==> src/hw/rtl/brf_pkg.sv <==
`default_nettype none

package brf_pkg;

    // Default depth of the byte store.
    localparam int DEF_STORE_DEPTH = 256;

    // Field widths of the request, the result and the ring-size register.
    localparam int OP_W    = 3;
    localparam int BYTE_W  = 8;
    localparam int CNT_W   = 9;
    localparam int STAT_W  = 2;
    localparam int POS_W   = 8;
    localparam int CFG_W   = 9;

    // Width of the pointer arithmetic. The ring never exceeds 511 bytes, so
    // a pointer plus a count always stays below 2048.
    localparam int CALC_W  = 11;

    localparam logic [CFG_W-1:0] CFG_RESET = 9'd256;

    // Operation codes.
    localparam logic [OP_W-1:0] OP_WRITE   = 3'd0;
    localparam logic [OP_W-1:0] OP_READ    = 3'd1;
    localparam logic [OP_W-1:0] OP_DISCARD = 3'd2;
    localparam logic [OP_W-1:0] OP_ROOM    = 3'd3;
    localparam logic [OP_W-1:0] OP_QUERY   = 3'd4;

    // Status codes.
    localparam logic [STAT_W-1:0] ST_OK     = 2'd0;
    localparam logic [STAT_W-1:0] ST_EMPTY  = 2'd1;
    localparam logic [STAT_W-1:0] ST_NOROOM = 2'd2;

    // Commands from the controller to the datapath.
    typedef struct packed {
        logic accept;     // capture the request fields
        logic exec;       // perform the operation and load the result
        logic load_byte;  // take the store read data into the result
    } t_ctl_cmd;

    // Status from the datapath to the controller.
    typedef struct packed {
        logic read_hit;   // the captured request is a read of a non-empty ring
    } t_dp_status;

endpackage

`default_nettype wire

==> src/hw/rtl/brf_ram.sv <==
`default_nettype none

module brf_ram #(
    parameter int WIDTH = 8,
    parameter int DEPTH = 256
) (
    input  wire logic                     i_clk,
    input  wire logic                     i_we,
    input  wire logic [$clog2(DEPTH)-1:0] i_addr,
    input  wire logic [WIDTH-1:0]         i_wdata,
    output logic      [WIDTH-1:0]         o_rdata
);

    logic [WIDTH-1:0] r_mem [DEPTH];

    always_ff @(posedge i_clk) begin
        if (i_we) begin
            r_mem[i_addr] <= i_wdata;
        end
        o_rdata <= r_mem[i_addr];
    end

endmodule

`default_nettype wire

==> src/hw/rtl/brf_ctrl.sv <==
`default_nettype none

module brf_ctrl
    import brf_pkg::*;
(
    input  wire logic       i_clk,
    input  wire logic       i_rst_n,
    input  wire logic       start,
    input  wire t_dp_status i_status,
    output t_ctl_cmd        o_cmd,
    output logic            busy,
    output logic            o_result_valid
);

    typedef enum logic [2:0] {
        S_IDLE   = 3'b001,
        S_EXEC   = 3'b010,
        S_RDDATA = 3'b100
    } t_state;

    t_state r_state, n_state;
    logic   r_valid, n_valid;

    always_comb begin
        n_state = r_state;
        n_valid = 1'b0;
        unique case (r_state)
            S_IDLE: begin
                if (start) begin
                    n_state = S_EXEC;
                end
            end
            S_EXEC: begin
                if (i_status.read_hit) begin
                    n_state = S_RDDATA;
                end else begin
                    n_state = S_IDLE;
                    n_valid = 1'b1;
                end
            end
            S_RDDATA: begin
                n_state = S_IDLE;
                n_valid = 1'b1;
            end
            default: begin
                n_state = S_IDLE;
            end
        endcase
    end

    always_ff @(posedge i_clk) begin
        if (!i_rst_n) begin
            r_state <= S_IDLE;
            r_valid <= 1'b0;
        end else begin
            r_state <= n_state;
            r_valid <= n_valid;
        end
    end

    assign busy              = (r_state != S_IDLE);
    assign o_result_valid    = r_valid;
    assign o_cmd.accept      = start && (r_state == S_IDLE);
    assign o_cmd.exec        = (r_state == S_EXEC);
    assign o_cmd.load_byte   = (r_state == S_RDDATA);

    // Every request passes through the execute state before its strobe, so strobes never touch.
    a_valid_gap: assert property (@(posedge i_clk) disable iff (!i_rst_n)
        r_valid |=> !r_valid)
        else $error("result strobe high in two consecutive cycles");

    // An accepted request is executed in the next cycle.
    a_accept_exec: assert property (@(posedge i_clk) disable iff (!i_rst_n)
        o_cmd.accept |=> (r_state == S_EXEC))
        else $error("accepted request not executed");

    // The read data cycle always ends with a result.
    a_read_result: assert property (@(posedge i_clk) disable iff (!i_rst_n)
        (r_state == S_RDDATA) |=> r_valid)
        else $error("read finished without a result strobe");

endmodule

`default_nettype wire

==> src/hw/rtl/brf_datapath.sv <==
`default_nettype none

module brf_datapath
    import brf_pkg::*;
#(
    parameter int STORE_DEPTH = DEF_STORE_DEPTH
) (
    input  wire logic              i_clk,
    input  wire logic              i_rst_n,
    input  wire t_ctl_cmd          i_cmd,
    output t_dp_status             o_status,
    input  wire logic              i_cfg_we,
    input  wire logic [CFG_W-1:0]  i_cfg_wdata,
    input  wire logic [OP_W-1:0]   i_op,
    input  wire logic [BYTE_W-1:0] i_write_byte,
    input  wire logic [CNT_W-1:0]  i_amount,
    output logic      [BYTE_W-1:0] o_read_byte,
    output logic      [STAT_W-1:0] o_status_code,
    output logic                   o_now_empty,
    output logic      [CNT_W-1:0]  o_byte_count,
    output logic      [POS_W-1:0]  o_read_position
);

    localparam int PTR_W = $clog2(STORE_DEPTH);

    // Pointer advance with a single wrap.
    function automatic logic [CALC_W-1:0] adv(
        input logic [CALC_W-1:0] p,
        input logic [CALC_W-1:0] n,
        input logic [CALC_W-1:0] sz
    );
        logic [CALC_W-1:0] s;
        s = p + n;
        if (s >= sz) begin
            s = s - sz;
        end
        return s;
    endfunction

    // Control state.
    logic [PTR_W-1:0] r_rp, n_rp;
    logic [PTR_W-1:0] r_wp, n_wp;
    logic             r_full, n_full;
    logic [CFG_W-1:0] r_size;

    // Captured request.
    logic [OP_W-1:0]   r_op;
    logic [BYTE_W-1:0] r_wbyte;
    logic [CNT_W-1:0]  r_amount;

    // Result registers.
    logic [BYTE_W-1:0] r_read_byte;
    logic [STAT_W-1:0] r_status, n_status;
    logic              r_now_empty, n_now_empty;
    logic [CNT_W-1:0]  r_count, n_count;
    logic [POS_W-1:0]  r_rpos, n_rpos;

    logic [CALC_W-1:0] sz, rp, wp, amt, stored, room, cnt, step_rp, step_wp;
    logic              empty, read_hit, ram_we;
    logic [PTR_W-1:0]  ram_addr;
    logic [BYTE_W-1:0] ram_rdata;

    always_comb begin
        if (r_size == '0) begin
            sz = CALC_W'(1);
        end else if (32'(r_size) > STORE_DEPTH) begin
            sz = CALC_W'(STORE_DEPTH);
        end else begin
            sz = CALC_W'(r_size);
        end
    end

    assign rp     = CALC_W'(r_rp);
    assign wp     = CALC_W'(r_wp);
    assign amt    = CALC_W'(r_amount);
    assign empty  = (r_rp == r_wp) && !r_full;
    assign stored = r_full ? sz : ((wp >= rp) ? (wp - rp) : (wp + sz - rp));
    assign room   = sz - stored;
    assign cnt    = (amt < stored) ? amt : stored;

    assign step_wp = adv(wp, CALC_W'(1), sz);
    assign step_rp = (r_op == OP_READ) ? adv(rp, CALC_W'(1), sz) : adv(rp, cnt, sz);

    assign read_hit = (r_op == OP_READ) && !empty;
    assign ram_we   = i_cmd.exec && (r_op == OP_WRITE) && !r_full;
    assign ram_addr = (r_op == OP_WRITE) ? r_wp : r_rp;

    always_comb begin
        n_rp        = r_rp;
        n_wp        = r_wp;
        n_full      = r_full;
        n_status    = ST_OK;
        n_now_empty = 1'b0;
        n_count     = '0;
        n_rpos      = '0;
        case (r_op)
            OP_WRITE: begin
                if (r_full) begin
                    n_status = ST_NOROOM;
                end else begin
                    n_wp   = PTR_W'(step_wp);
                    n_full = (step_wp == rp);
                end
            end
            OP_READ: begin
                if (empty) begin
                    n_status = ST_EMPTY;
                end else begin
                    n_rp        = PTR_W'(step_rp);
                    n_full      = 1'b0;
                    n_now_empty = (step_rp == wp);
                end
            end
            OP_DISCARD: begin
                if (empty) begin
                    n_status = ST_EMPTY;
                end else if (amt != '0) begin
                    n_rp    = PTR_W'(step_rp);
                    n_full  = 1'b0;
                    n_count = CNT_W'(cnt);
                end
            end
            OP_ROOM: begin
                if (r_full || (amt > room)) begin
                    n_status = ST_NOROOM;
                end
            end
            OP_QUERY: begin
                n_rpos = POS_W'(32'(r_rp));
                if (!empty) begin
                    n_count = CNT_W'((rp >= wp) ? (sz - rp) : (wp - rp));
                end
            end
            default: begin
                n_status = ST_OK;
            end
        endcase
    end

    always_ff @(posedge i_clk) begin
        if (!i_rst_n) begin
            r_rp   <= '0;
            r_wp   <= '0;
            r_full <= 1'b0;
            r_size <= CFG_RESET;
        end else if (i_cfg_we) begin
            r_rp   <= '0;
            r_wp   <= '0;
            r_full <= 1'b0;
            r_size <= i_cfg_wdata;
        end else if (i_cmd.exec) begin
            r_rp   <= n_rp;
            r_wp   <= n_wp;
            r_full <= n_full;
        end
    end

    always_ff @(posedge i_clk) begin
        if (i_cmd.accept) begin
            r_op     <= i_op;
            r_wbyte  <= i_write_byte;
            r_amount <= i_amount;
        end
        if (i_cmd.exec) begin
            r_read_byte <= '0;
            r_status    <= n_status;
            r_now_empty <= n_now_empty;
            r_count     <= n_count;
            r_rpos      <= n_rpos;
        end else if (i_cmd.load_byte) begin
            r_read_byte <= ram_rdata;
        end
    end

    brf_ram #(
        .WIDTH(BYTE_W),
        .DEPTH(STORE_DEPTH)
    ) u_ram (
        .i_clk  (i_clk),
        .i_we   (ram_we),
        .i_addr (ram_addr),
        .i_wdata(r_wbyte),
        .o_rdata(ram_rdata)
    );

    assign o_status.read_hit = read_hit && i_cmd.exec;
    assign o_read_byte       = r_read_byte;
    assign o_status_code     = r_status;
    assign o_now_empty       = r_now_empty;
    assign o_byte_count      = r_count;
    assign o_read_position   = r_rpos;

    // A full ring has both pointers on the same entry.
    a_full_meet: assert property (@(posedge i_clk) disable iff (!i_rst_n)
        r_full |-> (r_rp == r_wp))
        else $error("full flag set with pointers apart");

    // Both pointers stay inside the ring.
    a_ptr_range: assert property (@(posedge i_clk) disable iff (!i_rst_n)
        (rp < sz) && (wp < sz))
        else $error("pointer outside the ring");

endmodule

`default_nettype wire

==> src/hw/rtl/byte_ring_fifo_unit.sv <==
`default_nettype none

// Byte ring FIFO. A request is taken at a rising edge where start is high and
// busy is low; it carries one of five operations (write, read, discard, room
// check, query of the contiguous readable run) and always produces exactly one
// result, shown on the o_ result ports for a single cycle while o_result_valid
// is high. The receiver cannot stall: the result must be captured in that
// cycle. For a write, discard, room check, query, unknown operation or read
// of an empty ring, the strobe follows the execute state; for a read of a
// non-empty ring it follows the execute and read data states, because the
// byte store is a memory with a registered read port. busy drops in the
// cycle the strobe rises, so the next request can be accepted at the edge
// that ends the strobe cycle; a request is not accepted before the one in
// flight has given its result. The ring size register (i_cfg_we,
// i_cfg_wdata) may only be written while no request is in flight; a write
// also empties the ring, while the store contents are kept. A size of zero
// acts as one and a size above STORE_DEPTH acts as STORE_DEPTH. Reading a
// store entry that was never written returns an undefined byte.

module byte_ring_fifo_unit
    import brf_pkg::*;
#(
    parameter int STORE_DEPTH = DEF_STORE_DEPTH
) (
    input  wire logic              i_clk,
    input  wire logic              i_rst_n,
    // Ring size register.
    input  wire logic              i_cfg_we,
    input  wire logic [CFG_W-1:0]  i_cfg_wdata,
    // Request side.
    input  wire logic              start,
    output logic                   busy,
    input  wire logic [OP_W-1:0]   i_op,
    input  wire logic [BYTE_W-1:0] i_write_byte,
    input  wire logic [CNT_W-1:0]  i_amount,
    // Result side.
    output logic                   o_result_valid,
    output logic      [BYTE_W-1:0] o_read_byte,
    output logic      [STAT_W-1:0] o_status,
    output logic                   o_now_empty,
    output logic      [CNT_W-1:0]  o_byte_count,
    output logic      [POS_W-1:0]  o_read_position
);

    t_ctl_cmd   cmd;
    t_dp_status dp_status;

    // The controller sequences each request: capture, execute, and for a read
    // of a non-empty ring a read data step to collect the byte from the store.
    brf_ctrl u_ctrl (
        .i_clk         (i_clk),
        .i_rst_n       (i_rst_n),
        .start         (start),
        .i_status      (dp_status),
        .o_cmd         (cmd),
        .busy          (busy),
        .o_result_valid(o_result_valid)
    );

    // The datapath holds the pointers, the full flag, the ring size, the
    // byte store and the result registers.
    brf_datapath #(
        .STORE_DEPTH(STORE_DEPTH)
    ) u_datapath (
        .i_clk          (i_clk),
        .i_rst_n        (i_rst_n),
        .i_cmd          (cmd),
        .o_status       (dp_status),
        .i_cfg_we       (i_cfg_we),
        .i_cfg_wdata    (i_cfg_wdata),
        .i_op           (i_op),
        .i_write_byte   (i_write_byte),
        .i_amount       (i_amount),
        .o_read_byte    (o_read_byte),
        .o_status_code  (o_status),
        .o_now_empty    (o_now_empty),
        .o_byte_count   (o_byte_count),
        .o_read_position(o_read_position)
    );

endmodule

`default_nettype wire
==> config.mk <==
export PLATFORM = sky130hd
export DESIGN_NAME = byte_ring_fifo_unit
export DESIGN_NICKNAME = d
export VERILOG_FILES = /design/src/hw/rtl/brf_pkg.sv /design/src/hw/rtl/brf_ram.sv /design/src/hw/rtl/brf_ctrl.sv /design/src/hw/rtl/brf_datapath.sv /design/src/hw/rtl/byte_ring_fifo_unit.sv
export SDC_FILE = /design/constraint.sdc
export NUM_CORES = 2
export LEC_CHECK = 0
export BUFFER_PORTS_ARGS = -buffer_cell sky130_fd_sc_hd__buf_4
export CAP_MARGIN = 20
export CORE_UTILIZATION = 30
export DETAILED_ROUTE_END_ITERATION = 6
export HOLD_SLACK_MARGIN = 0.15
export PLACE_DENSITY_LB_ADDON = 0.15
export SYNTH_ARGS = -nofsm -noshare
export SYNTH_HDL_FRONTEND = slang
export SYNTH_HIERARCHICAL = 1
export SYNTH_SLANG_ARGS = --single-unit
==> constraint.sdc <==
create_clock -name i_clk -period 20 [get_ports i_clk]
set_input_delay 3 -clock i_clk [delete_from_list [all_inputs] [get_ports i_clk]]
set_output_delay 3 -clock i_clk [all_outputs]
set_load 0.02 [all_outputs]
==> summary.md <==
| Metric | Value |
|---|---|
| Status | `finished clean` |
| Hold Buf Count CTS | `0` |
| Detailed-route vias per instance | `5.144` |
| Global routing's busiest layer | `met2` |
| Period utilization | `50.91%` |
| Slew HR | `3.384%` |
| Post_cts resized | `0` |
| Worst clock skew | `0.04350 ns` |
| Pre-antenna DRT Iters | `5` |
| Number of synthesized flops with an enable pin | `2088` |
| Total number of vias | `44232` |
| Final WL | `249.8 mm` |
| I/O pin count | `63` |
| Largest fanout on the critical path | `16` |
| RSZ-0062 raised after global routing | `no` |
| WS Path Type | `flop to flop` |
| Crit. Startpoint | `u_datapath/r_size[8]` |
| Register area share after synthesis | `73.63%` |
| Mapped Area | `86400 um^2` |
| Initial antenna violation count | `15` |
| First-pass GRT wire length | `353.8 mm` |
| Worst path slowest cell | `clkinv_1` |
| Core area | `285700 um^2` |
| Final hold vios | `0` |
| Final net count | `4783` |
| Port-buffer cells | `62` |
| Std-Cell Rows | `196` |
| CP most frequent cell | `a21oi_1` |
| Static leakage | `30.03 nW` |
| Clock Tree Buf Depth | `4` |
| Total Power | `0.009401 W` |
| GPL Wtd Cong | `0.8356` |
| Die height | `538.7 um` |
| Die Area | `290200 um^2` |
| Final TNS setup | `0 ns` |
| Htree depth | `4` |
| Crit. End Element | `flop` |
| Startpoint types | `flop` |
| Final setup fails | `0` |
| Synth cell types | `72` |
| Layout cells sized above 1 | `22.34%` |
| Synthesis warning total | `6` |
| M2 GR Usage | `27.09%` |
| CTS tree | `yes` |
| Highest clock rate | `0.09822 GHz` |
| Later-pin clock latency in the skew report | `0.89 ns` |
| Drt drc | `0` |
| Die width | `538.7 um` |
| Maximum capacitance violations | `0` |
| Routed len/inst | `29.05 um` |
| Worst-path clk slew | `0.06 ns` |
| DPL Wire Length | `146.6 mm` |
| Main flop type after synthesis | `edfxtp_1` |
| Final core utilization | `34.71%` |
| Overall Global Routing Usage | `16.91%` |
| Arrival @ worst endpoint | `10.82 ns` |
| Largest net degree at the start of global routing | `213` |
| Total gr overflow | `0` |
| GR Util met1 | `23.89%` |
| Clock buffer count from CTS | `233` |
| Post-route cell area | `99170 um^2` |
| Clk sinks | `2134` |
| Critical Path RT | `20.63 ns` |
| VDD IR max | `0.07056 mV` |
| Worst-margin pin slew | `1.449 ns` |
| Hold Crit Class | `flop to flop` |
| Syn_area_per_cell | `19.31 um^2` |
| Number of synthesized register bits | `2134` |
| Syn_nets | `4613` |
| Initial DRC Count | `4051` |
| Crit path largest cell delay | `0.68 ns` |
| Met3 Use GR | `2.863%` |
| Initial core utilization | `30.24%` |
| Detail Route Antenna Nets | `0` |
| Mapped Cells | `4475` |
| Vias in the first global route | `45392` |
| Cell Area, Placed | `91640 um^2` |
| FF-to-FF Start | `u_datapath/r_size[8]` |
| Clk root buf | `clkbuf_16` |
| Worst hold slack | `0.4774 ns` |
| FFs w/ async S/R, synth | `0%` |
| Post-CTS Setup Bufs | `0` |
| Layout area overhead | `14.77%` |
| Pwr Density | `94.79 nW/um^2` |
| Crit path time final | `10.18 ns` |
| Slew Viols, Final | `0` |
| Worst hold path startpoint | `u_datapath/u_ram/o_rdata[6]` |
[power by group]
part	switching, W	internal [W]
clock	0.00178	0.00248
sequential	0.00000725	0.00492
combinational	0.000150	0.0000519
total	0.00194	0.00746
[routing by layer]
layer / up-vias / wire length, um / part of all wire, %
met4: 2 / 5690 / 2.3
met3: 307 / 12820 / 5.1
met1: 23984 / 112700 / 45
met5: - / 13 / 0.0052
met2: 1134 / 118600 / 47
li1: 18805 / - / -
[Yosys cell counts (all sizes together), types with 45 or more instances]
| cell | number | area (um^2) |
|---|---|---|
| nor2 | 306 | 1149 |
| nand2 | 97 | 364.1 |
| a21oi | 189 | 945.9 |
| clkbuf | 170 | 641.9 |
| mux4 | 512 | 11530 |
| edfxtp | 2088 | 62700 |
| a22oi | 259 | 1944 |
| nor3 | 50 | 255.3 |
| inv | 68 | 255.2 |
| xnor2 | 52 | 455.4 |
| ha | 90 | 1126 |
| mux2i | 45 | 450.4 |
| dfxtp | 46 | 920.9 |
| o21ai | 52 | 260.2 |
| buf | 92 | 586.8 |
[final timing paths]
check,endpoint,slack (ns),cells past startpoint
max,u_datapath/o_now_empty,9.82,35
min,u_datapath/o_read_byte[6],0.48,2
max reg2reg,u_datapath/o_now_empty,9.82,35
min reg2reg,u_datapath/o_read_byte[6],0.48,2
[layout by cell type, fill, tap and decap left out, drive strengths merged, types with 52 or more instances in the layout]
cell and n:
edfxtp 2088, mux4 512, nor2 306, clkbuf 292, a22oi 259, buf 196
a21oi 189, clkinv 99, nand2 97, ha 90, inv 75, xnor2 52
o21ai 52
[cells by family after synthesis]
group	share of synthesized area, %
muxes	13.93
AOI/OAI and AO/OA	5.110
adders and majority gates	1.651
buffers and inverters	1.726
and+or+nand+nor	3.260
DFF	73.63
xor gates and xnor gates	0.6893
[state kept, by name (all words and copies together) (netlist names)]
signal,cells
u_datapath/r_amount,9
u_datapath/u_ram/r_mem,2048
u_ctrl/r_state,3
u_ctrl/o_result_valid,1
u_datapath/r_rp,8
u_datapath/o_status_code,2
u_datapath/r_size,9
u_datapath/o_now_empty,1
u_datapath/r_full,1
u_datapath/o_read_byte,8
u_datapath/o_byte_count,9
u_datapath/r_wbyte,8
u_datapath/o_read_position,8
u_datapath/r_wp,8
u_datapath/u_ram/o_rdata,8
u_datapath/r_op,3
[worst max-delay path, delay by kind of cell (launching register included)]
family / cells / cell delay, ns
compound gates: 17 / 4.11
simple gates: 7 / 1.84
fa+ha+maj: 5 / 1.66
buf+inv: 2 / 0.79
flops: 1 / 0.66
mux: 2 / 0.62
xor+xnor: 2 / 0.26
[through the flow]
| stage | cells | worst slack (ns) |
|---|---|---|
| floorplan | 4475 | 12.13 |
| global placement | 8166 | 9.852 |
| detailed placement | 8169 | 9.911 |
| CTS | 8593 | 9.846 |
| global route | 8598 | 9.117 |
| finish | 8599 | 9.819 |
[layout make-up]
cell class	count	area, um^2
diodes	3	7.507
clock buffers	291	6173
clock inverters	133	1300
fillers	26758	186500
inverters	70	262.8
multi-input cells	2009	21450
flip-flops and latches	2134	63620
well taps	3762	4707
repair buffers	197	1648
(Power assumes the default switching activity.)
